## config.mk

```make
export PLATFORM = sky130hd
export DESIGN_NAME = trajectory_point_plausibility_check
export DESIGN_NICKNAME = d
export VERILOG_FILES = /design/src/tppc_pkg.sv /design/src/trajectory_point_plausibility_check.sv /design/src/tppc_mul.sv /design/src/tppc_cmpsub.sv /design/src/tppc_engine.sv
export SDC_FILE = /design/constraint.sdc
export NUM_CORES = 2
export LEC_CHECK = 0
export BUFFER_PORTS_ARGS = -buffer_cell sky130_fd_sc_hd__clkbuf_2
export CAP_MARGIN = 0
export CORE_ASPECT_RATIO = 1.75
export CORE_MARGIN = 5
export CORE_UTILIZATION = 50
export DETAILED_ROUTE_END_ITERATION = 7
export PLACE_DENSITY_LB_ADDON = 0.12
export SYNTH_ARGS = -nofsm -noshare
export SYNTH_HDL_FRONTEND = slang
export SYNTH_HIERARCHICAL = 1
export SYNTH_SLANG_ARGS = --single-unit
export TNS_END_PERCENT = 30
```

## constraint.sdc

```tcl
create_clock -name clk_i -period 12.1 [get_ports clk_i]
set_clock_uncertainty 0.15 [all_clocks]
set_input_delay 2.42 -clock clk_i [delete_from_list [all_inputs] [get_ports clk_i]]
set_output_delay 2.42 -clock clk_i [all_outputs]
set_load 0.02 [all_outputs]
```

## src/tppc_pkg.sv

```systemverilog
// Shared types and constants for the trajectory point plausibility check.
// Widths, state enums, engine request/response structs.
// No dependencies.
package tppc_pkg;

  localparam int unsigned CoordW    = 30;
  localparam int unsigned TimeW     = 32;
  localparam int unsigned DtW       = TimeW + 1;
  localparam int unsigned SumW      = 62;
  localparam int unsigned RootW     = SumW / 2 + 0;
  localparam int unsigned RemW      = 33;
  localparam int unsigned CsW       = RemW + 2;
  localparam int unsigned MulW      = 32;
  localparam int unsigned ProdW     = 2 * MulW;
  localparam int unsigned DvdW      = 40;
  localparam int unsigned SpeedW    = 24;
  localparam int unsigned CountW    = 16;
  localparam int unsigned LimitW    = 10;
  localparam int unsigned CntW      = 6;
  localparam int unsigned RootSteps = SumW / 2;
  localparam int unsigned DivSteps  = DvdW;
  localparam int unsigned SqSteps   = 4;

  localparam int unsigned InTdataW  = 128;
  localparam int unsigned OutTdataW = 112;
  localparam int unsigned OutTuserW = 5;

  localparam logic [MulW-1:0]   SpeedFactor = MulW'(360);
  localparam logic [6:0]        LimitScale  = 7'd100;
  localparam logic [LimitW-1:0] LimitReset  = LimitW'(80);
  localparam logic [SpeedW-1:0] SpeedMax    = '1;
  localparam logic [CountW-1:0] CountMax    = '1;

  typedef enum logic [1:0] {
    ST_IDLE,
    ST_DIFF,
    ST_CALC,
    ST_FINISH
  } ctl_state_e;

  typedef enum logic [2:0] {
    EN_IDLE,
    EN_SQUARE,
    EN_ROOT,
    EN_SCALE,
    EN_LOAD,
    EN_DIVIDE,
    EN_DONE
  } eng_state_e;

  typedef struct packed {
    logic              start;
    logic [CoordW-1:0] dx;
    logic [CoordW-1:0] dy;
    logic [CoordW-1:0] dz;
    logic [TimeW-1:0]  dt;
  } eng_req_t;

  typedef struct packed {
    logic              done;
    logic [SpeedW-1:0] speed;
  } eng_rsp_t;

endpackage

```

## src/trajectory_point_plausibility_check.sv

```systemverilog
// Top level of the trajectory point plausibility check: stream ports, history,
// fault flags, counters and peak speed. Depends on tppc_pkg and tppc_engine.
//
// One request is one trajectory point (time in ms, x/y/z in mm). The block compares it
// with the previous point and returns one result per request. For a point that forms a
// pair the block hands the differences to the engine, which forms the squares on its
// multiplier, takes 31 compare-subtract steps of the square root, scales by 360,
// takes 40 steps of the restoring divide and hands over the quotient; then the result
// is loaded. A point without a pair (first point or start mark) skips the engine.
// s_axis_tready_o is low while a point is being worked on and while its result waits
// for the output register to be taken.
module trajectory_point_plausibility_check import tppc_pkg::*; (
  input  logic                 clk_i,
  input  logic                 rst_ni,
  input  logic                 s_axis_tvalid_i,
  output logic                 s_axis_tready_o,
  // time_ms[31:0], x_mm[61:32], y_mm[91:62], z_mm[121:92], zero pad
  input  logic [InTdataW-1:0]  s_axis_tdata_i,
  // start_trajectory[0]
  input  logic [0:0]           s_axis_tuser_i,
  output logic                 m_axis_tvalid_o,
  input  logic                 m_axis_tready_i,
  // pair_speed[23:0], count_over_limit[39:24], count_coincident[55:40],
  // count_backward[71:56], count_instant[87:72], highest_speed[111:88]
  output logic [OutTdataW-1:0] m_axis_tdata_o,
  // pair_valid[0], coincident[1], time_backward[2], instant_jump[3], over_limit[4]
  output logic [OutTuserW-1:0] m_axis_tuser_o,
  input  logic                 cfg_we_i,
  input  logic [LimitW-1:0]    cfg_wdata_i
);

  function automatic logic [CoordW-1:0] abs_diff(input logic [CoordW-1:0] a,
                                                 input logic [CoordW-1:0] b);
    logic [CoordW:0] d;
    d = {a[CoordW-1], a} - {b[CoordW-1], b};
    return d[CoordW] ? CoordW'(~d + 1'b1) : d[CoordW-1:0];
  endfunction

  function automatic logic [CountW-1:0] sat_inc(input logic [CountW-1:0] c);
    return (c == CountMax) ? c : c + 1'b1;
  endfunction

  ctl_state_e state_q, state_d;

  logic [LimitW-1:0] limit_q;

  logic              in_start_q;
  logic [TimeW-1:0]  in_time_q;
  logic [CoordW-1:0] in_x_q, in_y_q, in_z_q;

  logic              have_prev_q;
  logic [TimeW-1:0]  prev_time_q;
  logic [CoordW-1:0] prev_x_q, prev_y_q, prev_z_q;

  logic              pair_q;
  logic [CoordW-1:0] dx_q, dy_q, dz_q;
  logic [DtW-1:0]    dt_q;
  logic [SpeedW-1:0] speed_q;

  logic [CountW-1:0] cnt_over_q, cnt_coin_q, cnt_back_q, cnt_inst_q;
  logic [SpeedW-1:0] peak_q;

  logic                 m_tvalid_q;
  logic [OutTdataW-1:0] m_tdata_q;
  logic [OutTuserW-1:0] m_tuser_q;

  eng_req_t eng_req;
  eng_rsp_t eng_rsp;

  logic              in_acc, pair_new, out_free, out_load;
  logic              f_coin, f_back, f_inst, f_over, spd_ok, dt_zero, pos_same;
  logic [SpeedW-1:0] f_speed, limit_ext;
  logic [CountW-1:0] cnt_over_d, cnt_coin_d, cnt_back_d, cnt_inst_d;
  logic [SpeedW-1:0] peak_d;

  tppc_engine u_engine (
    .clk_i  (clk_i),
    .rst_ni (rst_ni),
    .req_i  (eng_req),
    .rsp_o  (eng_rsp)
  );

  assign s_axis_tready_o = (state_q == ST_IDLE);
  assign in_acc          = s_axis_tvalid_i & s_axis_tready_o;
  assign pair_new        = have_prev_q & ~in_start_q;
  assign out_free        = ~m_tvalid_q | m_axis_tready_i;

  assign eng_req.start = (state_q == ST_DIFF) & pair_new;
  assign eng_req.dx    = dx_q;
  assign eng_req.dy    = dy_q;
  assign eng_req.dz    = dz_q;
  assign eng_req.dt    = dt_q[TimeW-1:0];

  always_comb begin
    state_d  = state_q;
    out_load = 1'b0;
    unique case (state_q)
      ST_IDLE: begin
        if (in_acc) begin
          state_d = ST_DIFF;
        end
      end
      ST_DIFF: begin
        state_d = pair_new ? ST_CALC : ST_FINISH;
      end
      ST_CALC: begin
        if (eng_rsp.done) begin
          state_d = ST_FINISH;
        end
      end
      ST_FINISH: begin
        if (out_free) begin
          out_load = 1'b1;
          state_d  = ST_IDLE;
        end
      end
      default: begin
        state_d = ST_IDLE;
      end
    endcase
  end

  // pair evaluation, valid in ST_FINISH
  assign pos_same  = (dx_q == '0) & (dy_q == '0) & (dz_q == '0);
  assign dt_zero   = (dt_q == '0);
  assign f_coin    = pair_q & pos_same;
  assign f_back    = pair_q & dt_q[DtW-1];
  assign f_inst    = pair_q & dt_zero & ~pos_same;
  assign spd_ok    = pair_q & ~dt_q[DtW-1] & ~dt_zero & ~pos_same;
  assign f_speed   = spd_ok ? speed_q : '0;
  assign limit_ext = SpeedW'(limit_q) * SpeedW'(LimitScale);
  assign f_over    = spd_ok & (f_speed > limit_ext);

  assign cnt_over_d = f_over ? sat_inc(cnt_over_q) : cnt_over_q;
  assign cnt_coin_d = f_coin ? sat_inc(cnt_coin_q) : cnt_coin_q;
  assign cnt_back_d = f_back ? sat_inc(cnt_back_q) : cnt_back_q;
  assign cnt_inst_d = f_inst ? sat_inc(cnt_inst_q) : cnt_inst_q;
  assign peak_d     = (f_speed > peak_q) ? f_speed : peak_q;

  always_ff @(posedge clk_i or negedge rst_ni) begin
    if (!rst_ni) begin
      state_q     <= ST_IDLE;
      limit_q     <= LimitReset;
      have_prev_q <= 1'b0;
      cnt_over_q  <= '0;
      cnt_coin_q  <= '0;
      cnt_back_q  <= '0;
      cnt_inst_q  <= '0;
      peak_q      <= '0;
      m_tvalid_q  <= 1'b0;
    end else begin
      state_q <= state_d;
      if (cfg_we_i) begin
        limit_q <= cfg_wdata_i;
      end
      if (state_q == ST_DIFF) begin
        have_prev_q <= 1'b1;
        if (in_start_q) begin
          cnt_over_q <= '0;
          cnt_coin_q <= '0;
          cnt_back_q <= '0;
          cnt_inst_q <= '0;
          peak_q     <= '0;
        end
      end
      if (out_load) begin
        cnt_over_q <= cnt_over_d;
        cnt_coin_q <= cnt_coin_d;
        cnt_back_q <= cnt_back_d;
        cnt_inst_q <= cnt_inst_d;
        peak_q     <= peak_d;
        m_tvalid_q <= 1'b1;
      end else if (m_axis_tready_i) begin
        m_tvalid_q <= 1'b0;
      end
    end
  end

  always_ff @(posedge clk_i) begin
    if (in_acc) begin
      in_start_q <= s_axis_tuser_i[0];
      in_time_q  <= s_axis_tdata_i[TimeW-1:0];
      in_x_q     <= s_axis_tdata_i[TimeW +: CoordW];
      in_y_q     <= s_axis_tdata_i[TimeW + CoordW +: CoordW];
      in_z_q     <= s_axis_tdata_i[TimeW + 2*CoordW +: CoordW];
    end
    if (state_q == ST_DIFF) begin
      pair_q      <= pair_new;
      dx_q        <= abs_diff(in_x_q, prev_x_q);
      dy_q        <= abs_diff(in_y_q, prev_y_q);
      dz_q        <= abs_diff(in_z_q, prev_z_q);
      dt_q        <= {in_time_q[TimeW-1], in_time_q} - {prev_time_q[TimeW-1], prev_time_q};
      speed_q     <= '0;
      prev_time_q <= in_time_q;
      prev_x_q    <= in_x_q;
      prev_y_q    <= in_y_q;
      prev_z_q    <= in_z_q;
    end
    if ((state_q == ST_CALC) && eng_rsp.done) begin
      speed_q <= eng_rsp.speed;
    end
    if (out_load) begin
      m_tdata_q <= {peak_d, cnt_inst_d, cnt_back_d, cnt_coin_d, cnt_over_d, f_speed};
      m_tuser_q <= {f_over, f_inst, f_back, f_coin, pair_q};
    end
  end

  assign m_axis_tvalid_o = m_tvalid_q;
  assign m_axis_tdata_o  = m_tdata_q;
  assign m_axis_tuser_o  = m_tuser_q;

  a_done_in_calc: assert property (@(posedge clk_i) disable iff (!rst_ni)
    eng_rsp.done |-> (state_q == ST_CALC))
    else $error("engine finished outside calculation phase");

  a_accept_to_diff: assert property (@(posedge clk_i) disable iff (!rst_ni)
    (s_axis_tvalid_i && s_axis_tready_o) |=> (state_q == ST_DIFF))
    else $error("accepted request did not enter difference phase");

  a_peak_bound: assert property (@(posedge clk_i) disable iff (!rst_ni)
    m_axis_tvalid_o |-> (m_tdata_q[OutTdataW-1 -: SpeedW] >= m_tdata_q[SpeedW-1:0]))
    else $error("highest speed below pair speed");

  a_over_flags: assert property (@(posedge clk_i) disable iff (!rst_ni)
    (m_axis_tvalid_o && m_tuser_q[4]) |->
      (m_tuser_q[0] && !m_tuser_q[1] && !m_tuser_q[2] && !m_tuser_q[3]))
    else $error("over limit flagged on a pair without speed");

endmodule

```

## src/tppc_mul.sv

```systemverilog
// Shared multiplier with registered product.
// Depends on tppc_pkg.
module tppc_mul import tppc_pkg::*; (
  input  logic             clk_i,
  input  logic [MulW-1:0]  a_i,
  input  logic [MulW-1:0]  b_i,
  output logic [ProdW-1:0] p_o
);

  logic [ProdW-1:0] p_q, p_d;

  assign p_d = a_i * b_i;

  always_ff @(posedge clk_i) begin
    p_q <= p_d;
  end

  assign p_o = p_q;

endmodule

```

## src/tppc_cmpsub.sv

```systemverilog
// Shared compare-and-subtract unit for the root and divide steps.
// Depends on tppc_pkg.
module tppc_cmpsub import tppc_pkg::*; (
  input  logic [CsW-1:0] a_i,
  input  logic [CsW-1:0] b_i,
  output logic           ge_o,
  output logic [CsW-1:0] diff_o
);

  logic borrow;

  assign {borrow, diff_o} = {1'b0, a_i} - {1'b0, b_i};
  assign ge_o = ~borrow;

endmodule

```

## src/tppc_engine.sv

```systemverilog
// Speed engine: sum of squares, digit-by-digit square root, scale, restoring divide.
// Depends on tppc_pkg, tppc_mul, tppc_cmpsub.
module tppc_engine import tppc_pkg::*; (
  input  logic     clk_i,
  input  logic     rst_ni,
  input  eng_req_t req_i,
  output eng_rsp_t rsp_o
);

  eng_state_e       state_q, state_d;
  logic [CntW-1:0]  cnt_q, cnt_d;
  logic [SumW-1:0]  acc_q, acc_d;
  logic [RemW-1:0]  rem_q, rem_d;
  logic [RootW-1:0] root_q, root_d;

  logic [MulW-1:0]  mul_a, mul_b;
  logic [ProdW-1:0] prod;
  logic [CsW-1:0]   cs_a, cs_b, cs_diff;
  logic             cs_ge;

  tppc_mul u_mul (
    .clk_i (clk_i),
    .a_i   (mul_a),
    .b_i   (mul_b),
    .p_o   (prod)
  );

  tppc_cmpsub u_cmpsub (
    .a_i    (cs_a),
    .b_i    (cs_b),
    .ge_o   (cs_ge),
    .diff_o (cs_diff)
  );

  always_comb begin
    if (state_q == EN_SCALE) begin
      mul_a = MulW'(root_q);
      mul_b = SpeedFactor;
    end else begin
      unique case (cnt_q[1:0])
        2'd0:    mul_a = MulW'(req_i.dx);
        2'd1:    mul_a = MulW'(req_i.dy);
        default: mul_a = MulW'(req_i.dz);
      endcase
      mul_b = mul_a;
    end
  end

  always_comb begin
    if (state_q == EN_DIVIDE) begin
      cs_a = CsW'({rem_q[RemW-2:0], acc_q[SumW-1]});
      cs_b = CsW'(req_i.dt);
    end else begin
      cs_a = {rem_q, acc_q[SumW-1 -: 2]};
      cs_b = CsW'({root_q, 2'b01});
    end
  end

  assign rsp_o.done  = (state_q == EN_DONE);
  assign rsp_o.speed = (|acc_q[DvdW-1:SpeedW]) ? SpeedMax : acc_q[SpeedW-1:0];

  always_comb begin
    state_d = state_q;
    cnt_d   = cnt_q;
    acc_d   = acc_q;
    rem_d   = rem_q;
    root_d  = root_q;
    unique case (state_q)
      EN_IDLE: begin
        if (req_i.start) begin
          acc_d   = '0;
          cnt_d   = '0;
          state_d = EN_SQUARE;
        end
      end
      EN_SQUARE: begin
        cnt_d = cnt_q + 1'b1;
        if (cnt_q != '0) begin
          acc_d = acc_q + SumW'(prod[2*CoordW-1:0]);
        end
        if (cnt_q == CntW'(SqSteps - 1)) begin
          cnt_d   = '0;
          rem_d   = '0;
          root_d  = '0;
          state_d = EN_ROOT;
        end
      end
      EN_ROOT: begin
        acc_d = {acc_q[SumW-3:0], 2'b00};
        if (cs_ge) begin
          rem_d  = cs_diff[RemW-1:0];
          root_d = {root_q[RootW-2:0], 1'b1};
        end else begin
          rem_d  = cs_a[RemW-1:0];
          root_d = {root_q[RootW-2:0], 1'b0};
        end
        cnt_d = cnt_q + 1'b1;
        if (cnt_q == CntW'(RootSteps - 1)) begin
          state_d = EN_SCALE;
        end
      end
      EN_SCALE: begin
        state_d = EN_LOAD;
      end
      EN_LOAD: begin
        acc_d   = {prod[DvdW-1:0], (SumW - DvdW)'(0)};
        rem_d   = '0;
        cnt_d   = '0;
        state_d = EN_DIVIDE;
      end
      EN_DIVIDE: begin
        acc_d = {acc_q[SumW-2:0], cs_ge};
        rem_d = cs_ge ? cs_diff[RemW-1:0] : cs_a[RemW-1:0];
        cnt_d = cnt_q + 1'b1;
        if (cnt_q == CntW'(DivSteps - 1)) begin
          state_d = EN_DONE;
        end
      end
      EN_DONE: begin
        state_d = EN_IDLE;
      end
      default: begin
        state_d = EN_IDLE;
      end
    endcase
  end

  always_ff @(posedge clk_i or negedge rst_ni) begin
    if (!rst_ni) begin
      state_q <= EN_IDLE;
      cnt_q   <= '0;
    end else begin
      state_q <= state_d;
      cnt_q   <= cnt_d;
    end
  end

  always_ff @(posedge clk_i) begin
    acc_q  <= acc_d;
    rem_q  <= rem_d;
    root_q <= root_d;
  end

endmodule

```

## Yosys cells after proc, flatten, opt, wreduce, memory -nomap -nowiden

Cells that the tools add are included.

- Register bits: 807
- Latch bits: 0
- RAM bits: 0
- Memory bits (read-only): 0
- Input port bits: 144
- Output and inout port bits: 119
- Memories: 0

- Add/subtract/negate cells: 14
- $mul: 2
- Divide/modulo/power cells: 0
- Magnitude comparators: 2
- Equal/unequal tests: 25
- Shifts and indexed selects: 0
- Multiplexer cells: 56
- Bitwise gates (word level): 23
- Reductions and logical operators: 26

Operator list:

| cell | number |
|---|---|
| $pmux W62 S5 | 1 |
| $mux W16 | 14 |
| $mux W24 | 8 |
| $mux W62 | 2 |
| $mux W33 | 3 |
| $pmux W33 S3 | 1 |
| $sub A30 B30 Y31 | 3 |
| $add A30 B1 Y30 const B | 3 |
| $logic_not A30 Y1 | 3 |
| $mux W30 | 3 |
| $not A30 Y30 | 3 |
| $add A16 B1 Y16 const B | 4 |
| $eq A16 B16 Y1 const B | 4 |
| $add A62 B60 Y62 | 1 |
| $mux W31 | 2 |
| $pmux W31 S2 | 1 |
| $mul A31 B32 Y60 | 1 |
| $pmux W30 S2 | 1 |
| $sub A35 B33 Y36 | 1 |
| $mux W35 | 1 |
| $logic_not A33 Y1 | 1 |
| $sub A32 B32 Y33 | 1 |
| $mux W32 | 1 |
| $gt A24 B17 Y1 | 1 |
| 36 further kinds | 84 |

## Longest topological paths before layout

- Depth after elaboration: 10
- Depth in mapped cells: 36
- Depth with buffers taken out: 33

## Hierarchy

The synthesis kept the hierarchy.

Modules (own cells, without submodules):

| module | instances | cells each | area each (um2) |
|---|---|---|---|
| tppc_mul | 1 | 3845 | 34919.7 |
| trajectory_point_plausibility_check | 1 | 2846 | 32423.6 |
| tppc_engine | 1 | 1498 | 11866.4 |
| tppc_cmpsub | 1 | 330 | 2193.4 |

## Worst setup path after synthesis

OpenSTA, ideal clock, no wires.

- Path kind: reg-to-reg
- Start point: register state_q[1] (netlist name)
- End point: register u_engine.acc_q[0] (enable)
- Library setup time: 0.519 ns
- Data arrival time: 10.263 ns
- Slack: 1.168 ns
- Cell stages (with the launch flop): 7
- Path through: dfrtp_1 inv_1 ha_1 and2_1 or4_1 nand2_1 a31oi_1

RTL lines:

| item | line | text |
|---|---|---|
| to (signal assigned) | tppc_engine.sv:139 | `acc_q <= acc_d;` |
| to (decl) | tppc_engine.sv:12 | `logic [SumW-1:0] acc_q, acc_d;` |

## Worst setup path in the final report

- Start point: register u_engine.cnt_q[1]
- End point: register u_engine.u_mul.p_q[59], in the netlist u_engine/u_mul/p_o[59]

- Word-level cells in the longest chain between the ends: 4

RTL lines:

| item | line | text |
|---|---|---|
| from (decl) | tppc_engine.sv:11 | `logic [CntW-1:0] cnt_q, cnt_d;` |
| from (signal assigned) | tppc_engine.sv:134 | `cnt_q <= cnt_d;` |
| $eq A2 B1 Y1 / $logic_not A2 Y1 (equally long branches) | tppc_engine.sv:40 | `unique case (cnt_q[1:0])` |
| $pmux W30 S2 (*) | tppc_engine.sv:40 |  |
| $mux W32 (*) | tppc_engine.sv:36 | `if (state_q == EN_SCALE) begin` |
| named net u_engine.mul_b[7] | tppc_engine.sv:16 | `logic [MulW-1:0] mul_a, mul_b;` |
| $mul A31 B32 Y60 (*) | tppc_mul.sv:12 | `assign p_d = a_i * b_i;` |
| named net u_engine.u_mul.p_d[59] | tppc_mul.sv:10 | `logic [ProdW-1:0] p_q, p_d;` |
| to (signal assigned) | tppc_mul.sv:15 | `p_q <= p_d;` |
| to (decl) | tppc_mul.sv:10 |  |

The timed path passes the listed nets; every way through them passes the cells marked *.
A chain may end at the register's enable or synchronous reset.

==> metrics.yaml <==
tritoncts: "done"
worst_hold_path.num_cells: 0
min_to: "prev_y_q[7]"
slew-limit-headroom_pct: 16.5
cp.required_ns: 12.58
hold_path.class: "flip-flop to flip-flop"
syn2layout_area_growth_pct: 8.23
fmax_mhz: 94.7
syn-instance-count: 8416
final_cell_mix: "inv_1, nand2_1, fa_1"
h-tree-depth: 3
drt-vias-per-instance: 5.68
fin_crit_ns: 10.56
outcome: "complete, no violations"
hpwl_um: 188000
r2r_slack_ns: 1.54
core-area_um2: 161000
grt_pass1_vias: 64000
regToRegEndpoint: "u_engine/u_mul/p_o[59]"
fin_crit_sh_pct: 87.3
postRouteAntennaNets: 0
timing.setup.tns_ns: 0
io_pins: 263
row_count: 195
dieArea_um2: 170000
hold_start: "in_y_q[7]"
rr_worst_depth: 33
worstPathArrival_ns: 11.04
tightest_slew_ns: 1.25
setup_violations: 0
slowest_stage: "nor2_2"
ys_warn_count: 6
dp.cells: 10500
vias: 60400
postLayoutCoreUtil_pct: 54.2
rsz0062_at_grt: "no"
clkTransAtPathRegs_ns: 0.07
remaining_drc_errors: 0
clock-sinks: 807
cp_slowest_stage_delay_ns: 0.96
cts_buffers: 83
grt_max_degree: 163
end_kind: "flip-flop"
clock_path_buffers: 3
clock-root-buffer: "clkbuf_16"
nets: 10100
wl_per_cell_um: 22.1
grt-ovfl-total: 0
gp_congestion: 0.942
initial_utilization_pct: 50.1
drive_above_1_share_pct: 8.33
cts_resized: 0
critical_path_class: "flip-flop to flip-flop"
die_y_um: 541
fillCellCount: 14700
cp_common_cell: "fa_1"
syn_area_per_cell_um2: 9.57
die_w_um: 313
cts_setup_buffers: 0
antenna_found_initial: 5
ctsHoldBuffers: 0
crit_fanout: 30
r2r_start: "u_engine/cnt_q[1]"
clock_insertion_delay_worst_skew_ns: 0.71
drtIter0Drc: 3833
cap_violations: 0
synthesis.area_um2: 80500
grt_pass1_wl_um: 364000
grtUsageTotal_pct: 27.7
hold_viol_final: 0
stdcell_count: 10600
drt_pass1_iterations: 6
io_buffers: 256
final_common_cell: "inv_1"
start_kind: "flip-flop"
finalWirelength_um: 235000
slew_viol_final: 0
==> worst max-delay path, delay by kind of cell, from the launching register on <==
kind                       cells  cell delay (ns)
adders and majority gates     10             4.67
and+or+nand+nor                7             2.42
buffers and inverters         10             1.37
AOI/OAI and AO/OA              5             1.22
DFF                            1             0.43
xor gates and xnor gates       1             0.17
==> cell type report <==
type	count	area [um^2]	area share [%]
Antenna cell	2	5.00	0.00574
Timing Repair Buffer	390	2330	2.67
Clock buffer	105	2230	2.56
Sequential cell	807	23100	26.5
Tap cell	2068	2590	2.97
Clock inverter	49	652	0.748
Multi-Input combinational cell	5976	51600	59.2
Inverter	1240	4660	5.35
==> layer usage <==
layer	vias to the layer above	wire length, um	GRT usage (%)
li1	27800	-	-
met3	610	9000	2.65
met2	1677	129000	53.3
met5	-	0	0
met1	30300	79200	28.2
met4	0	18400	17.7
==> sequential cells by signal (all words and copies together), names as in the netlist, 31 cells and up <==
name                flops
prev_time_q            32
u_engine/rem_q         33
u_engine/u_mul/p_o     60
in_time_q              32
u_engine/acc_q         62
u_engine/root_q        31
dt_q                   33
m_axis_tdata_o        112
==> how the worst max path moves through the flow <==
stage	startpoint	endpoint	slack, ns
after detailed placement	u_engine/cnt_q[1]	u_engine/u_mul/p_o[59]	1.68
after global placement	u_engine/cnt_q[1]	u_engine/u_mul/p_o[59]	1.67
final	u_engine/cnt_q[1]	u_engine/u_mul/p_o[59]	1.54
after floorplan	state_q[1]	u_engine/acc_q[0]	1.17
after global routing	u_engine/cnt_q[1]	u_engine/u_mul/p_o[59]	1.09
after CTS	u_engine/cnt_q[1]	u_engine/u_mul/p_o[59]	1.62
==> stage by stage <==
stage	instance area, um^2	setup slack, ns	hold slack (ns)
after floorplan	80600	1.17	0.276
after global placement	84300	1.67	0.294
after detailed placement	84300	1.68	0.293
after CTS	87200	1.62	0.292
after global routing	87200	1.09	0.307
final	87200	1.54	0.280
Power is left out: the tool's default activity adds up to more than one toggle a clock period on the data nets, which glitch-free logic cannot reach.
